--- config.mk ---
export PLATFORM = sky130hd
export DESIGN_NAME = crc32_byte_unit_top
export DESIGN_NICKNAME = d
export VERILOG_FILES = /design/src/rtl/crcbu_pkg.sv /design/src/rtl/crcbu_cfg.sv /design/src/rtl/crcbu_in_stage.sv /design/src/rtl/crcbu_core.sv /design/src/rtl/crc32_byte_unit_top.sv
export SDC_FILE = /design/constraint.sdc
export NUM_CORES = 1
export LEC_CHECK = 0
export BUFFER_PORTS_ARGS = -buffer_cell sky130_fd_sc_hd__buf_4
export CORE_MARGIN = 1.5
export CORE_UTILIZATION = 54
export CTS_CLUSTER_SIZE = 12
export DETAILED_ROUTE_END_ITERATION = 12
export PLACE_DENSITY = 0.72
export SLEW_MARGIN = 10
export SYNTH_ARGS = -nofsm -noshare
export SYNTH_HDL_FRONTEND = slang
export SYNTH_SLANG_ARGS = --single-unit
export TNS_END_PERCENT = 100
--- constraint.sdc ---
create_clock -name i_clk -period 6.5 [get_ports i_clk]
set_clock_uncertainty 0.1 [all_clocks]
set_input_delay 0.325 -clock i_clk [delete_from_list [all_inputs] [get_ports i_clk]]
set_output_delay 0.325 -clock i_clk [all_outputs]
set_load 0.02 [all_outputs]
--- src/rtl/crcbu_pkg.sv ---
// ----------------------------------------------------------------------------
// CRC-32 byte unit package
// Shared types, register codes, reset values and the byte fold function.
// ----------------------------------------------------------------------------
package crcbu_pkg;

    localparam int unsigned CRC_W    = 32;
    localparam int unsigned BYTE_W   = 8;
    localparam int unsigned CFG_IX_W = 2;

    localparam logic [CRC_W-1:0] POLY_RESET = 32'h04C1_1DB7;
    localparam logic [CRC_W-1:0] INIT_RESET = 32'hFFFF_FFFF;
    localparam logic             REV_RESET  = 1'b1;

    typedef enum logic [0:0] {
        OP_RESTART = 1'b0,
        OP_ABSORB  = 1'b1
    } t_opcode;

    typedef enum logic [CFG_IX_W-1:0] {
        REG_POLY   = 2'd0,
        REG_INIT   = 2'd1,
        REG_REV_IN = 2'd2
    } t_reg_idx;

    typedef struct packed {
        t_opcode           opcode;
        logic [BYTE_W-1:0] data_byte;
    } t_in_item;

    typedef struct packed {
        logic [CRC_W-1:0] polynomial;
        logic [CRC_W-1:0] init_value;
        logic             reverse_input;
    } t_cfg;

    function automatic logic [BYTE_W-1:0] flip_byte(input logic [BYTE_W-1:0] b);
        logic [BYTE_W-1:0] r;
        for (int i = 0; i < BYTE_W; i++) begin
            r[i] = b[BYTE_W-1-i];
        end
        return r;
    endfunction

    // Eight MSB-first shift steps of the polynomial after the byte is
    // folded into the top of the CRC.
    function automatic logic [CRC_W-1:0] absorb_byte(
        input logic [CRC_W-1:0]  crc,
        input logic [BYTE_W-1:0] b,
        input logic [CRC_W-1:0]  poly
    );
        logic [CRC_W-1:0] c;
        c = crc ^ {b, {(CRC_W-BYTE_W){1'b0}}};
        for (int i = 0; i < BYTE_W; i++) begin
            c = c[CRC_W-1] ? ({c[CRC_W-2:0], 1'b0} ^ poly) : {c[CRC_W-2:0], 1'b0};
        end
        return c;
    endfunction

endpackage

--- src/rtl/crcbu_cfg.sv ---
// ----------------------------------------------------------------------------
// CRC-32 byte unit configuration registers
// Holds polynomial, init value and the input byte reversal flag.
// ----------------------------------------------------------------------------
module crcbu_cfg
    import crcbu_pkg::*;
(
    input  logic                i_clk,
    input  logic                i_rst_n,
    input  logic                i_cfg_valid,
    output logic                o_cfg_ready,
    input  logic [CFG_IX_W-1:0] i_cfg_index,
    input  logic [CRC_W-1:0]    i_cfg_data,
    output t_cfg                o_cfg
);

    t_cfg r_cfg;
    t_cfg n_cfg;

    assign o_cfg_ready = 1'b1;
    assign o_cfg       = r_cfg;

    always_comb begin
        n_cfg = r_cfg;
        if (i_cfg_valid) begin
            unique case (t_reg_idx'(i_cfg_index))
                REG_POLY:   n_cfg.polynomial    = i_cfg_data;
                REG_INIT:   n_cfg.init_value    = i_cfg_data;
                REG_REV_IN: n_cfg.reverse_input = i_cfg_data[0];
                default:    n_cfg = r_cfg;
            endcase
        end
    end

    always_ff @(posedge i_clk) begin
        if (!i_rst_n) begin
            r_cfg.polynomial    <= POLY_RESET;
            r_cfg.init_value    <= INIT_RESET;
            r_cfg.reverse_input <= REV_RESET;
        end else begin
            r_cfg <= n_cfg;
        end
    end

endmodule

--- src/rtl/crcbu_in_stage.sv ---
// ----------------------------------------------------------------------------
// CRC-32 byte unit input register
// Captures one request per cycle while the core keeps taking them, and holds each until the core takes it.
// ----------------------------------------------------------------------------
module crcbu_in_stage
    import crcbu_pkg::*;
(
    input  logic              i_clk,
    input  logic              i_rst_n,
    input  logic              s_axis_tvalid,
    output logic              s_axis_tready,
    input  logic [BYTE_W-1:0] s_axis_tdata,   // [7:0] data_byte
    input  logic              s_axis_tuser,   // [0] opcode
    input  logic              i_take,
    output logic              o_vld,
    output t_in_item          o_item
);

    logic     r_vld;
    t_in_item r_item;

    assign s_axis_tready = !r_vld || i_take;
    assign o_vld         = r_vld;
    assign o_item        = r_item;

    always_ff @(posedge i_clk) begin
        if (!i_rst_n) begin
            r_vld <= 1'b0;
        end else if (s_axis_tready) begin
            r_vld <= s_axis_tvalid;
        end
    end

    always_ff @(posedge i_clk) begin
        if (s_axis_tvalid && s_axis_tready) begin
            r_item.opcode    <= t_opcode'(s_axis_tuser);
            r_item.data_byte <= s_axis_tdata;
        end
    end

endmodule

--- src/rtl/crcbu_core.sv ---
// ----------------------------------------------------------------------------
// CRC-32 byte unit core
// Updates the running CRC from the input register; the CRC register is
// also the result register shown on the output stream.
// ----------------------------------------------------------------------------
module crcbu_core
    import crcbu_pkg::*;
(
    input  logic             i_clk,
    input  logic             i_rst_n,
    input  t_cfg             i_cfg,
    input  logic             i_vld,
    input  t_in_item         i_item,
    output logic             o_take,
    output logic             m_axis_tvalid,
    input  logic             m_axis_tready,
    output logic [CRC_W-1:0] m_axis_tdata   // [31:0] crc_value
);

    logic              r_out_vld;
    logic [CRC_W-1:0]  r_crc;
    logic [CRC_W-1:0]  n_crc;
    logic [BYTE_W-1:0] in_byte;
    logic              advance;

    // The result slot frees up when it is empty or being read this cycle.
    assign advance       = !r_out_vld || m_axis_tready;
    assign o_take        = advance;
    assign m_axis_tvalid = r_out_vld;
    assign m_axis_tdata  = r_crc;

    assign in_byte = i_cfg.reverse_input ? flip_byte(i_item.data_byte) : i_item.data_byte;

    always_comb begin
        unique case (i_item.opcode)
            OP_RESTART: n_crc = i_cfg.init_value;
            OP_ABSORB:  n_crc = absorb_byte(r_crc, in_byte, i_cfg.polynomial);
            default:    n_crc = r_crc;
        endcase
    end

    always_ff @(posedge i_clk) begin
        if (!i_rst_n) begin
            r_out_vld <= 1'b0;
            r_crc     <= INIT_RESET;
        end else if (advance) begin
            r_out_vld <= i_vld;
            if (i_vld) begin
                r_crc <= n_crc;
            end
        end
    end

    a_hold_on_stall: assert property (@(posedge i_clk) disable iff (!i_rst_n)
        (r_out_vld && !m_axis_tready) |=> $stable(r_crc))
        else $error("running CRC changed while its result was stalled");

    a_restart_loads_init: assert property (@(posedge i_clk) disable iff (!i_rst_n)
        (advance && i_vld && i_item.opcode == OP_RESTART) |=>
            (r_crc == $past(i_cfg.init_value) && r_out_vld))
        else $error("restart did not load the init value");

    a_no_take_without_slot: assert property (@(posedge i_clk) disable iff (!i_rst_n)
        (!advance) |-> (r_out_vld && !m_axis_tready))
        else $error("core stalled with a free result slot");

    a_result_follows_item: assert property (@(posedge i_clk) disable iff (!i_rst_n)
        (advance && !i_vld) |=> !r_out_vld)
        else $error("result shown without an input request");

endmodule

--- src/rtl/crc32_byte_unit_top.sv ---
// Path: an accepted request is held in the input register, then folded into the
// running CRC register, which drives the output stream.
// Throughput: one byte or restart per clock while the output is not stalled; the
// eight-step polynomial fold on the running CRC register is combinational.
// Reset (synchronous, active low) sets polynomial 0x04C11DB7, init value and
// running CRC to all ones, byte reversal on, and empties both registers.
// ----------------------------------------------------------------------------
// CRC-32 byte unit top level
// Stream-fed CRC-32 data register with a register write port.
// ----------------------------------------------------------------------------
module crc32_byte_unit_top
    import crcbu_pkg::*;
(
    input  logic                i_clk,
    input  logic                i_rst_n,
    input  logic                s_axis_tvalid,
    output logic                s_axis_tready,
    input  logic [BYTE_W-1:0]   s_axis_tdata,   // [7:0] data_byte
    input  logic                s_axis_tuser,   // [0] opcode
    output logic                m_axis_tvalid,
    input  logic                m_axis_tready,
    output logic [CRC_W-1:0]    m_axis_tdata,   // [31:0] crc_value
    input  logic                i_cfg_valid,
    output logic                o_cfg_ready,
    input  logic [CFG_IX_W-1:0] i_cfg_index,
    input  logic [CRC_W-1:0]    i_cfg_data
);

    t_cfg     cfg;
    t_in_item item;
    logic     item_vld;
    logic     take;

    crcbu_cfg u_cfg (
        .i_clk       (i_clk),
        .i_rst_n     (i_rst_n),
        .i_cfg_valid (i_cfg_valid),
        .o_cfg_ready (o_cfg_ready),
        .i_cfg_index (i_cfg_index),
        .i_cfg_data  (i_cfg_data),
        .o_cfg       (cfg)
    );

    crcbu_in_stage u_in (
        .i_clk         (i_clk),
        .i_rst_n       (i_rst_n),
        .s_axis_tvalid (s_axis_tvalid),
        .s_axis_tready (s_axis_tready),
        .s_axis_tdata  (s_axis_tdata),
        .s_axis_tuser  (s_axis_tuser),
        .i_take        (take),
        .o_vld         (item_vld),
        .o_item        (item)
    );

    crcbu_core u_core (
        .i_clk         (i_clk),
        .i_rst_n       (i_rst_n),
        .i_cfg         (cfg),
        .i_vld         (item_vld),
        .i_item        (item),
        .o_take        (take),
        .m_axis_tvalid (m_axis_tvalid),
        .m_axis_tready (m_axis_tready),
        .m_axis_tdata  (m_axis_tdata)
    );

endmodule
Word level (Yosys, flattened, before mapping) --
Cells that the tools add are included.
Word-level totals: register bits after elaboration 108, bits in latches 0, bits in writable memories 0, memory bits (read-only) 0, input bits 48, logic and storage cells 40, memories kept 0
Cells by class: $add $sub $neg 0, multiply operators 0, div/mod/pow operators 0, $lt $le $gt $ge 0, equality and inequality tests 2, shift operators 0, muxes and demuxes 10, bitwise operators 10, reduce and logical (&&, ||, !) cells 10
Operators by type and width (number):
- bitwise XOR 32 bit | 9
- 2-to-1 mux 32 bit | 8
- one-hot mux 32 bit (2 select lines) | 1
- 2-to-1 mux 8 bit | 1
- AND reduction 2 bit | 4
- equality test 2 x 1 -> 1 bit, second input constant | 1
- equality test 2 bit, second input constant | 1
- logical NOT 1 bit | 2
- logical NOT 2 bit | 1
- logical OR 1 bit | 2
- logical AND 1 bit | 1
- NOT 1 bit | 1

Longest topological paths before layout --
depth in word-level cells 19, gate-level depth with buffers 19

Modules after synthesis --
From an unflattened synthesis, not the netlist that was laid out.
Second synthesis, totals: cells, all modules 1132, area total of the unflattened synthesis 9226.3 µm²
By module, submodules not included:
- crcbu_core | instances 1, cells an instance 843, area an instance 6124.6 µm², seq. area each 660.6 µm²
- crcbu_cfg | instances 1, cells an instance 275, area an instance 2773.9 µm², seq. area each 1301.2 µm²
- crcbu_in_stage | instances 1, cells an instance 14, area an instance 327.8 µm², seq. area each 290.3 µm²

Least setup slack after synthesis --
OpenSTA, ideal clock, no wires.
path kind register to register, from register u_cfg.r_cfg, in the netlist u_cfg.o_cfg[0], to register u_core.r_crc[29], in the netlist u_core.m_axis_tdata[29], arrival 3.930 ns, slack 2.331 ns, cell stages (with the launch flop) 19, path buffers 4, period minus slack after synthesis 4.169 ns, path through dfxtp_1 buf_6 mux2i_1 xor2_1 buf_2 or3_1 and3_4 or2_1 buf_4 nor2_4 xor2_2 mux2i_1 xor3_1 or3_1 a21oi_2 buf_4 o21ai_2 xnor2_1 a22oi_1
On the way: longest elaborated chain between the ends 18, elaborated cells between the ends (all ways) 19, those cells by class 10 x mux; 9 x bitwise
RTL lines:
- from (decl) | RTL line crcbu_cfg.sv:17 | t_cfg r_cfg;
- from (signal assigned) | RTL line crcbu_cfg.sv:41 | r_cfg <= n_cfg;
- 2-to-1 mux 8 bit (*) | RTL line crcbu_core.sv:32 | assign in_byte = i_cfg.reverse_input ? flip_byte(i_item.data_byte) : i_item.data_byte;
- bitwise XOR 32 bit (*) | RTL line crcbu_pkg.sv:53 | c = crc ^ {b, {(CRC_W-BYTE_W){1'b0}}};
- 2-to-1 mux 32 bit (*) | RTL line crcbu_pkg.sv:55 | c = c[CRC_W-1] ? ({c[CRC_W-2:0], 1'b0} ^ poly) : {c[CRC_W-2:0], 1'b0};
- bitwise XOR 32 bit / 2-to-1 mux 32 bit (equally long branches) | RTL line crcbu_pkg.sv:55
- 2-to-1 mux 32 bit (*) | RTL line crcbu_pkg.sv:55
- bitwise XOR 32 bit / 2-to-1 mux 32 bit (equally long branches) | RTL line crcbu_pkg.sv:55
- 2-to-1 mux 32 bit (*) | RTL line crcbu_pkg.sv:55
- bitwise XOR 32 bit / 2-to-1 mux 32 bit (equally long branches) | RTL line crcbu_pkg.sv:55
- [... 2 more ...]
- 2-to-1 mux 32 bit (*) | RTL line crcbu_pkg.sv:55
- bitwise XOR 32 bit / 2-to-1 mux 32 bit (equally long branches) | RTL line crcbu_pkg.sv:55
- 2-to-1 mux 32 bit (*) | RTL line crcbu_pkg.sv:55
- bitwise XOR 32 bit / 2-to-1 mux 32 bit (equally long branches) | RTL line crcbu_pkg.sv:55
- 2-to-1 mux 32 bit (*) | RTL line crcbu_pkg.sv:55
- bitwise XOR 32 bit / 2-to-1 mux 32 bit (equally long branches) | RTL line crcbu_pkg.sv:55
- 2-to-1 mux 32 bit (*) | RTL line crcbu_pkg.sv:55
- one-hot mux 32 bit (2 select lines) (*) | RTL line crcbu_core.sv:35 | unique case (i_item.opcode)
- to (signal assigned) | RTL line crcbu_core.sv:49 | r_crc <= n_crc;
- to (decl) | RTL line crcbu_core.sv:21 | logic [CRC_W-1:0] r_crc;
Every way passes the cells marked *; elsewhere a longest branch is shown, timed or not. A chain may end at the register's enable or synchronous reset.

Worst setup path after layout --
from register u_cfg.r_cfg, in the netlist u_cfg.o_cfg[0], to register u_core.r_crc[21], in the netlist u_core.m_axis_tdata[21]
Same word-level chain as after synthesis.

==> run summary <==
The area share of fa/ha/maj cells after synthesis is 0%. The cell type group with the largest total delay on the critical path is compound AO/OA/AOI/OAI gates. The beginning of the worst register-to-register path was u_cfg.o_cfg[0]$_SDFFE_PN1P_.

The synthesized netlist devotes 15.3% of its cell area to compound gates. The critical path goes through buf_4 > mux2i_1 > xnor2_2 > buf_4 > o21ai_0 > a32oi_1 > and3_1 > or2_0 > xor2_2 > mux2i_1 > xor3_1 > or3_1 > a21oi_4 > buf_4 > o21ai_2 > xnor2_1 > a22oi_1. Worst-case hold path end point: u_in.o_item[5]$_DFFE_PP_. The flow ran to the end, and the final reports show no timing, DRC or antenna violations. The depth of the worst hold-timing path came out at 1. The run gives 1,157 as the post-synthesis cell count.

The logs give 0 for the total of hold buffers inserted after clock tree synthesis and 8590 um2 for the post-synthesis cell area. In the synthesized netlist the async set-or-reset flop fraction comes to 0%. Routability-driven placement finished with a final weighted congestion of 0.897. The combinational family with the most area after synthesis is XOR/XNOR gates. The run gives 1,212 as the final-stage net count. Setup repair after global routing left no endpoint under its margin. Summed over all failing endpoints, the final setup total negative slack is 0 ns.

The post-synthesis net count is 1,205, and the post-detailed-route wirelength per cell is 16.9 um. The worst path in the final design needs a cycle of 5.47 ns, including I/O delays and setup. The setup path with the least slack is of type register to register. The min-delay analysis places its worst path in the category input pin to register.

For the starting density of the core, the log shows 55.9%. The slowest library cell on the worst path is a21oi_4. The total count of hold-check failures in the final report is 0.

The transition time at the pin with the least slew margin works out to 1.01 ns. Leaving out filler cells and counting taps, the final layout contains 1,380. The logs give 1,364 for the cell total after placement and 0 for the number of pins with negative max-slew slack in the final report.

The number of cells on the worst reg-to-reg path is 17. The startpoint identified for the worst hold timing path is s_axis_tdata[5]. The total overflow left after global routing is 0. For the number of buffers on the longest clock path, the log shows 2.

The die span in y works out to 129 um. The largest fanout on the critical path was 18; the number of gates resized after cts was 0. The multiplexer share of the synthesized area was 1.69%; the number of buffers inserted to repair setup after CTS was 0. Setup violations remaining at the end of the flow were counted as 0. After Yosys synthesis, XOR and XNOR cells account for 26.4% of the synthesized area. CTS built an H-tree with a depth of 3. The share of the yosys chip area belonging to registers came out at 26.2%. In this run, synthesis inferred 9 flip-flops with an integrated enable. The clock slew seen by the registers of the worst setup and hold paths came out at 0.08 ns. The run gives 0.195 mV as the maximum VDD drop.

The largest single stage delay on the critical path is 0.60 ns. 0 antenna diodes ended up in the layout. The floorplan die area came out at 16,700 um2. The tools report the core occupancy in the finished layout as 61.7%. The tools report the area of the core as 15,400 um2.

Counting every sink on the clock net gives 108. The most used flip-flop cell after synthesis is dfxtp_1. For the number of design-rule violations left by the first detailed-router iteration, the log shows 832.

Number of antenna violations at the first check in global routing: 0. The endpoint identified for the worst register-to-register timing path is u_core.m_axis_tdata[21]$_SDFFE_PN1P_. Clock tree synthesis selected as its root buffer the cell clkbuf_16. The global-route wire length before repair was 37,200 um.

The logs give 9480 um2 for the final non-filler cell area and 0 for the count of nets left with antenna violations after detail routing. For this run, the top clock speed supported by timing is 0.183 GHz. The number of different library cells used by synthesis comes to 74. For this design the static power due to leakage is 3.58 nW. Of the available clock period, the critical path in the final layout requires 84.2%. For this run, design rule violations remaining after detail routing come to 0. Of the cells placed in the final design, the portion with a size suffix greater than 1 is 14.2%. In this run, synthesis produced a sequential element count of 108.

The HPWL after detailed placement came out at 15,500 um. The routed layout has 7,791 vias. The first detailed-routing pass took 5 iterations. In this run the core area contains 45 standard-cell rows. The worst setup path is launched from a register.

TritonCTS built the clock tree. Via count of the first global-routing pass: 7,010. In this run, CTS created clock tree buffers numbering 9.

Entering global routing, the biggest net connects 101 pins. For the worst reg-to-reg setup slack, the log shows 1.03 ns. The run gives 28.5% as the combined global-route utilization of all metal layers. The via-per-instance ratio is 5.65. Of the total synthesized cell area, the portion taken by AND, OR, NAND and NOR gates is 24.3%. The cell occurring most often along the worst timing path was buf_4.

At the worst endpoint, the arrival time is 5.57 ns. The data required time at the worst endpoint is 6.60 ns. The floorplan die width was 129 um; the number of top-level design ports was 83.

For this run, the number of Yosys warnings is 0. The placed instances occupy a cell area of 9200 um2. The filler cell count in the final layout was 1,423; the number of I/O port buffers was 81.

The logs give 0 for the number of maximum-capacitance constraint violations and 0.36 ns for the clock network latency to the later pin of the worst-skew pair. The run gives 23,400 um as the final wirelength. The area growth from synthesis to final layout is 10.4%. The type of element capturing the critical path was a register. Measured against its own limit, the worst slew margin works out to 32.2%.

The number of buffer and inverter stages on the critical path came out at 3. Dividing total power by cell area gives a power density of 350 nW/um2. A synthesized cell averages 7.42 um2.
Yosys cell counts (10+ instances only):
cell type,number,area [um2]
xor2_1,32,280
o21ai_0,40,200
a21boi_0,19,143
a21oi_1,10,50.1
nor2_1,23,86.3
nand2_1,342,1280
mux2i_1,10,100
o21ai_2,24,210
xnor2_1,213,1870
dfxtp_1,99,1980
buf_2,15,75.1
a22oi_1,30,225
nand3_1,49,245
or3_1,34,213
clkbuf_1,78,293
report_power, final:
group          switching [mW]  total, mW  leakage [nW]  internal [mW]
Clock                   0.263      0.527         0.133          0.264
Sequential             0.0742      0.801         0.899          0.727
Combinational            1.04       1.99          2.55          0.949
state kept, by name, indices dropped and copies added (netlist names):
signal	flops
u_cfg.o_cfg	65
u_core.m_axis_tdata	32
u_core.m_axis_tvalid	1
u_in.o_item	9
u_in.o_vld	1
kinds of logic after synthesis:
kind of cell	Yosys count
DFF	108
other	1
AOI/OAI and AO/OA	182
buffers and inverters	117
xor gates and xnor gates	251
muxes	13
and+or+nand+nor	485
cell type report:
type                       instances  area (um2)  area share [%]
inverter                           9        33.8           0.356
sequential                       108        2250            23.8
tap                              211         264            2.79
clock buffer                      10         229            2.42
timing repair buffer             104         781            8.24
multi-input combinational        932        5870            61.9
clock inverter                     6        47.5           0.502
metal layers:
layer / GRT usage [%] / wire (um) / share of wire (%) / up-vias
li1: - / - / - / 3812
met1: 41.1 / 10700 / 46 / 3639
met2: 44.0 / 10400 / 45 / 312
met3: 4.00 / 1840 / 7.9 / 28
met4: 8.99 / 448 / 1.9 / 0
met5: 0 / 0 / 0 / -
worst max path at each step:
stage                                      startpoint                              endpoint  slack, ns  cells past startpoint
after global placement    u_cfg.o_cfg[0]$_SDFFE_PN1P_  u_core.m_axis_tdata[20]$_SDFFE_PN1P_       1.30                     16
after detailed placement  u_cfg.o_cfg[0]$_SDFFE_PN1P_  u_core.m_axis_tdata[21]$_SDFFE_PN1P_       1.13                     17
after CTS                 u_cfg.o_cfg[0]$_SDFFE_PN1P_  u_core.m_axis_tdata[21]$_SDFFE_PN1P_       1.10                     17
final                     u_cfg.o_cfg[0]$_SDFFE_PN1P_  u_core.m_axis_tdata[21]$_SDFFE_PN1P_       1.03                     17
after floorplan           u_cfg.o_cfg[0]$_SDFFE_PN1P_  u_core.m_axis_tdata[29]$_SDFFE_PN1P_       2.33                     18
after global routing      u_cfg.o_cfg[0]$_SDFFE_PN1P_  u_core.m_axis_tdata[21]$_SDFFE_PN1P_       0.67                     17
cells in the final DEF (no fill, tap or decap), types with 4 or more instances in the layout:
cell / n
nor2_1: 23
nand4_1: 6
buf_4: 104
a21boi_0: 19
and2_1: 4
a31oi_1: 4
mux2i_1: 10
clkbuf_16: 9
xor2_1: 31
dfxtp_1: 99
nor3_1: 4
xnor2_2: 4
inv_1: 8
xnor2_1: 209
o211ai_1: 8
a22oi_1: 30
edfxtp_1: 9
nand2_1: 342
o21ai_0: 40
o21ai_2: 24
nand3_1: 49
a21oi_1: 10
o21ai_1: 8
or3_1: 34
a211oi_1: 4
metrics by stage:
| stage | hold WS (ns) | power (mW) | setup WS [ns] |
|---|---|---|---|
| 3_5_place_dp | 0.349 | 2.78 | 1.13 |
| 4_1_cts | 0.0291 | 3.32 | 1.10 |
| 2_1_floorplan | 0.324 | 2.45 | 2.33 |
| 6_report | 0.0387 | 3.31 | 1.03 |
| 5_1_grt | 0.0242 | 3.51 | 0.667 |
| 3_3_place_gp | 0.344 | 2.77 | 1.30 |
Note: power is estimated with default switching activity, not from simulation.
